--- config.mk ---
export PLATFORM = sky130hd
export DESIGN_NAME = pmsl_ctrl
export DESIGN_NICKNAME = d
export VERILOG_FILES = /design/src/rtl/assert_macros.svh /design/src/rtl/pmsl_pkg.sv /design/src/rtl/pmsl_ctrl.sv
export SDC_FILE = /design/constraint.sdc
export NUM_CORES = 1
export LEC_CHECK = 0
export BUFFER_PORTS_ARGS = -buffer_cell sky130_fd_sc_hd__buf_2
export CAP_MARGIN = 20
export CORE_AREA = 2 2 39 41
export CTS_CLUSTER_DIAMETER = 200
export DETAILED_ROUTE_END_ITERATION = 8
export DIE_AREA = 0 0 41 43
export PLACE_DENSITY = 0.39
export SETUP_SLACK_MARGIN = 0.2
export SLEW_MARGIN = 20
export SYNTH_ARGS = -nofsm -noshare
export SYNTH_HDL_FRONTEND = slang
export SYNTH_SLANG_ARGS = --single-unit
--- constraint.sdc ---
create_clock -name clock -period 1.44 [get_ports clock]
set_input_delay 0.144 -clock clock [delete_from_list [all_inputs] [get_ports clock]]
set_output_delay 0.144 -clock clock [all_outputs]
set_load 0.005 [all_outputs]
--- src/rtl/assert_macros.svh ---
// Assertion macros used by the top level of the subsequence length block.
`ifndef ASSERT_MACROS_SVH
`define ASSERT_MACROS_SVH

// Property checked at every clock edge outside reset.
`define PMSL_ASSERT(label, prop, msg) \
   label: assert property (@(posedge clock) disable iff (reset) prop) else $error(msg);

// Condition that must hold in the cycle after a trigger.
`define PMSL_ASSERT_NEXT(label, trig, prop, msg) \
   label: assert property (@(posedge clock) disable iff (reset) trig |=> prop) else $error(msg);

`endif

--- src/rtl/pmsl_pkg.sv ---
// Shared types and constants of the subsequence length block.
`timescale 1ns / 1ps

package pmsl_pkg;

   localparam int RANK_W        = 13;
   localparam int LEN_W         = 13;
   localparam int EPOCH_W       = 4;
   localparam int MAX_RANKS_DEF = 4096;

   localparam logic [LEN_W-1:0]  LEN_MAX     = 13'h1FFF;
   localparam logic [RANK_W-1:0] RANKS_RESET = 13'd4096;

   // request payload
   typedef struct packed {
      logic [RANK_W-1:0] rank;
      logic              new_sequence;
   } req_type;

   // result payload
   typedef struct packed {
      logic [LEN_W-1:0] run_length;
      logic [LEN_W-1:0] best_length;
   } rsp_type;

   // controller to datapath
   typedef struct packed {
      logic accept;
      logic clear;
      logic query;
      logic start_update;
      logic update;
      logic load_rsp;
   } cmd_type;

   // datapath to controller
   typedef struct packed {
      logic need_clear;
      logic clear_last;
      logic query_done;
      logic update_done;
      logic rsp_free;
   } stat_type;

endpackage

--- src/rtl/pmsl_ctrl.sv ---
// Sequencer: clear pass, query walk, update walk and result hand-off.
`timescale 1ns / 1ps

module pmsl_ctrl (
   input  logic               clock,
   input  logic               reset,
   input  logic               req_valid,
   output logic               req_ready,
   input  pmsl_pkg::stat_type stat,
   output pmsl_pkg::cmd_type  cmd
);
   import pmsl_pkg::*;

   localparam logic [2:0] S_IDLE   = 3'd0;
   localparam logic [2:0] S_CLEAR  = 3'd1;
   localparam logic [2:0] S_QUERY  = 3'd2;
   localparam logic [2:0] S_UPDATE = 3'd3;
   localparam logic [2:0] S_RESP   = 3'd4;

   logic [2:0] state_ff;
   logic [2:0] state_in;
   logic       pend_ff;
   logic       pend_in;

   // next state and commands
   always_comb begin
      state_in  = state_ff;
      pend_in   = pend_ff;
      cmd       = '0;
      req_ready = 1'b0;
      case (state_ff)
         S_IDLE: begin
            req_ready = 1'b1;
            if (req_valid) begin
               cmd.accept = 1'b1;
               if (stat.need_clear) begin
                  pend_in  = 1'b1;
                  state_in = S_CLEAR;
               end else begin
                  state_in = S_QUERY;
               end
            end
         end
         S_CLEAR: begin
            cmd.clear = 1'b1;
            if (stat.clear_last) begin
               pend_in  = 1'b0;
               state_in = pend_ff ? S_QUERY : S_IDLE;
            end
         end
         S_QUERY: begin
            if (stat.query_done) begin
               cmd.start_update = 1'b1;
               state_in         = S_UPDATE;
            end else begin
               cmd.query = 1'b1;
            end
         end
         S_UPDATE: begin
            cmd.update = 1'b1;
            if (stat.update_done) begin
               state_in = S_RESP;
            end
         end
         S_RESP: begin
            if (stat.rsp_free) begin
               cmd.load_rsp = 1'b1;
               state_in     = S_IDLE;
            end
         end
         default: begin
            state_in = S_IDLE;
         end
      endcase
   end

   // reset starts with a clear pass over the tree
   always_ff @(posedge clock) begin
      if (reset) begin
         state_ff <= S_CLEAR;
         pend_ff  <= 1'b0;
      end else begin
         state_ff <= state_in;
         pend_ff  <= pend_in;
      end
   end

endmodule

After elaboration in Yosys (flattened, before gate mapping). Cells that the tools add are included. W data, S select, Z words.

Equality and inequality tests: 10. Muxes and demuxes: 22. Reduce and logical (&&, ||, !) cells: 4.

Operator list (number): $mux W3 (5); $pmux W3 S5 (1); $mux W1 (12); $ne A2 B2 Y1 const B (6); $eq A3 B2 Y1 const B (2); $mux W2 (3); $reduce_and A5 Y1 (1); $reduce_and A4 Y1 (1); $eq A3 B1 Y1 const B (1); $eq A3 B3 Y1 const B (1); $logic_not A3 Y1 (1); $pmux W1 S2 (1); $reduce_bool A2 Y1 (1).

Register bits: 4. Bits of input ports: 8. Output and inout port bits: 7. Word-level logic and storage cells: 38.

Logic depth before layout (Yosys ltp).
Depth after elaboration: 3. Mapped depth: 4. Depth with buffers taken out: 3.

Worst setup path after synthesis. OpenSTA, ideal clock, no wires.

Kind: register to register. Start point: register state_ff[0]. End point: register state_ff[0]. Library setup time: 0.070 ns. Data arrival time: 1.034 ns. Required time: 1.370 ns. Slack: 0.335 ns. Stages on the path, launching flop included: 3. Buffers on the path: 0. Period minus slack after synthesis: 1.105 ns. Path through: dfxtp_1 > mux4_2 > o21bai_1.

Word-level cells in the longest chain between the ends: 3. Elaborated cells between the ends (all ways): 12. Classes of those cells: 9 x eq/ne; 1 x mux; 2 x reduce/logical.

RTL lines: start: declaration (RTL line pmsl_ctrl.sv:20) `logic [2:0] state_ff;`; start signal: assignment (RTL line pmsl_ctrl.sv:83) `state_ff <= state_in;`; $eq A3 B1 Y1 (tied with other cells) (RTL line pmsl_ctrl.sv:31) `case (state_ff)`; $ne A2 B2 Y1 (no line); $reduce_and A5 Y1 (no line).

Several ways; a longest one is shown, not always the timed one. A chain may end at the register's enable or synchronous reset.

==> impl_metrics.py <==
metrics = {
    "finish": {
        "final_cell_area_um2": 379.1,
        "multi_input_area_um2": 172.7,
        "final_cells": 61,
        "final_common_cell": "buf_2",
        "fin_nets": 55,
        "fillers": 161,
        "seqCellArea_um2": 86.33,
        "syn_to_final_growth_pct": 43.60,
        "final_cell_mix": "14 x buf_2, 3 x nor2_1, 3 x clkbuf_4",
        "diodes": 0,
        "layout-drive-gt1-share_pct": 62.22,
    },
    "sta": {
        "slew_headroom_pct": 80.07,
        "setup_viol": 0,
        "setup_slack_ns": 0.2331,
        "fmax_mhz": 828.6,
        "setup-tns-final_ns": 0,
        "report.final.hold_viol_count": 0,
        "fin_skew_ns": 0.002152,
        "rsz0062_at_grt": "true",
        "drv_slew": 0,
        "fin_crit_ns": 1.207,
        "layout_worst_path_cycle_share_pct": 83.81,
        "tightestPinTransition_ns": 0.2948,
    },
    "critical_path": {
        "crit_arrival_ns": 1.06,
        "setup.worst_path.start_class": "register",
        "crit_required_ns": 1.30,
        "critical_path_class": "reg2out",
        "crit_fanout": 7,
        "worstSetupEndpointType": "output port",
    },
    "grt": {
        "antenna_found_initial": 0,
        "grt_pass1_wl_mm": 1.021,
        "grt_pass1_vias": 254,
        "track_usage_pct": 9.063,
        "grt_overflow": 0,
        "grt_max_degree": 12,
    },
    "routing": {
        "drt-pass1-iter-count": 2,
        "routed_wl_um": 627,
        "drtIter0Drc": 6,
        "drc": 0,
        "antenna_left": 0,
        "num_vias": 272,
        "via_per_inst": 4.459,
        "wl_per_cell_um": 10.28,
    },
    "floorplanning": {
        "fp.coreArea_mm2": 0.001384,
        "pin_count": 15,
        "fp.dieW_um": 41,
        "die_area_mm2": 0.001763,
        "dieHeight_um": 43,
        "num_rows": 14,
        "start_util_pct": 19.08,
    },
    "run_status": {
        "status": "finished, final reports clean",
    },
    "flow_run": {
        "maxCapViolCount": 0,
    },
    "synthesis": {
        "synth.yosys.seq_area_share_pct": 30.33,
        "syn_area_um2": 264.0,
        "ys_seq_elements": 4,
        "syn_inst": 29,
        "syn_nets": 37,
        "post_synth_main_area_contributors": "dfxtp_1 30%, mux4_2 8.5%, and3_2 5.7%",
        "synth_top_area_cell": "dfxtp_1",
        "synth_warnings": 0,
        "syn_avg_cell_area_um2": 9.104,
        "synth_top_area_share_pct": 30.33,
        "ys_types": 21,
    },
    "placement": {
        "place_area_um2": 342.8,
        "pre_cts_ws_ns": 0.1902,
        "port_buffers": 14,
        "gp_congestion": 0.6786,
        "dp_hpwl_um": 517.1,
        "placed_cells": 58,
    },
    "power": {
        "powerDensity_mw_per_mm2": 976.2,
        "ir_drop_mv": 0.3124,
        "p_total_mw": 0.3701,
        "p_leak_nw": 0.1867,
    },
    "cts": {
        "root_buffer": "clkbuf_4",
        "cts_tree": "built",
        "ctsLongestPathBuffers": 2,
        "clk_pin_slew_worst_paths_ns": 0.04,
        "postCtsSetupRepairBufs": 0,
        "cts_sinks": 4,
        "clk_latency_ns": 0.23,
        "cts_made_buffers": 3,
        "htreeDepth": 1,
    },
    "hold_path": {
        "hold_class": "in2reg",
    },
}
-- metrics by stage --
step	hold WS (ns)	utilization (%)
detailed placement	0.3642	24.77
global route	0.1398	27.40
floorplan	0.2164	-
global placement	0.3692	24.77
finish	0.1309	27.40
CTS	0.1175	26.85
-- sequential cells by signal, summed over array words and instances, names as in the netlist --
register and cells:
state_ff 3, pend_ff 1
-- metal layers --
| layer | GRT usage (%) | wire length (µm) | part of all wire, % |
|---|---|---|---|
| met1 | 10.06 | 265 | 42 |
| met5 | 0 | 0 | 0 |
| met2 | 12.50 | 307 | 49 |
| met4 | 6.000 | 0 | 0 |
| met3 | 5.236 | 54 | 8.6 |
-- layout make-up --
class / count / area share [%]
multi-input cells: 22 / 45.54
inverters: 2 / 1.980
clock buffers: 3 / 5.941
flip-flops and latches: 4 / 22.77
repair buffers: 14 / 18.48
well taps: 16 / 5.281
-- where the power goes --
group | internal, mW | switching (mW)
combinational | 0.0573 | 0.0374
clock | 0.0928 | 0.0391
sequential | 0.123 | 0.0207
-- worst max-delay path, cell delays in order, from the launching register on --
cell	delay, ns
dfxtp_4	0.38
nor2b_2	0.18
and2b_4	0.17
buf_2	0.10
-- repair_timing --
| item | 4_1_cts | 5_1_grt |
|---|---|---|
| hold buffers | 0 | 0 |
| setup endpoints to repair | 7 | 4 |
| gates resized for setup | 4 | 2 |
-- logic make-up (layout without fill, tap and decap cells) --
kind of cell	count (synthesis)	in the layout	synth area share [%]
multiplexers	1	1	8.530
flip-flops	4	4	30.33
AO/OA/AOI/OAI	8	8	21.80
AND/OR/NAND/NOR	13	13	32.23
buffers and inverters	3	19	7.110
-- cells in the mapped netlist, drive strengths merged --
cell and count:
dfxtp 4, and3 3, nor2 3, a31oi 2, and2 2, inv 2
a2111oi 1, a211oi 1, a21boi 1, a21o 1, a21oi 1, and2b 1
buf 1, mux4 1, nand2 1, nor2b 1, nor3 1, nor4b 1
o21bai 1
-- path summary, 6_finish.rpt --
kind                             startpoint           to  slack, ns  depth (start not counted)
worst min register to register  state_ff[0]  state_ff[1]       0.50                          1
worst max register to register  state_ff[1]  state_ff[1]       0.34                          3
worst max-delay path            state_ff[0]       cmd[4]       0.23                          3
worst min-delay path                  reset  state_ff[2]       0.13                          2
Note: power is estimated with default switching activity, not from simulation.
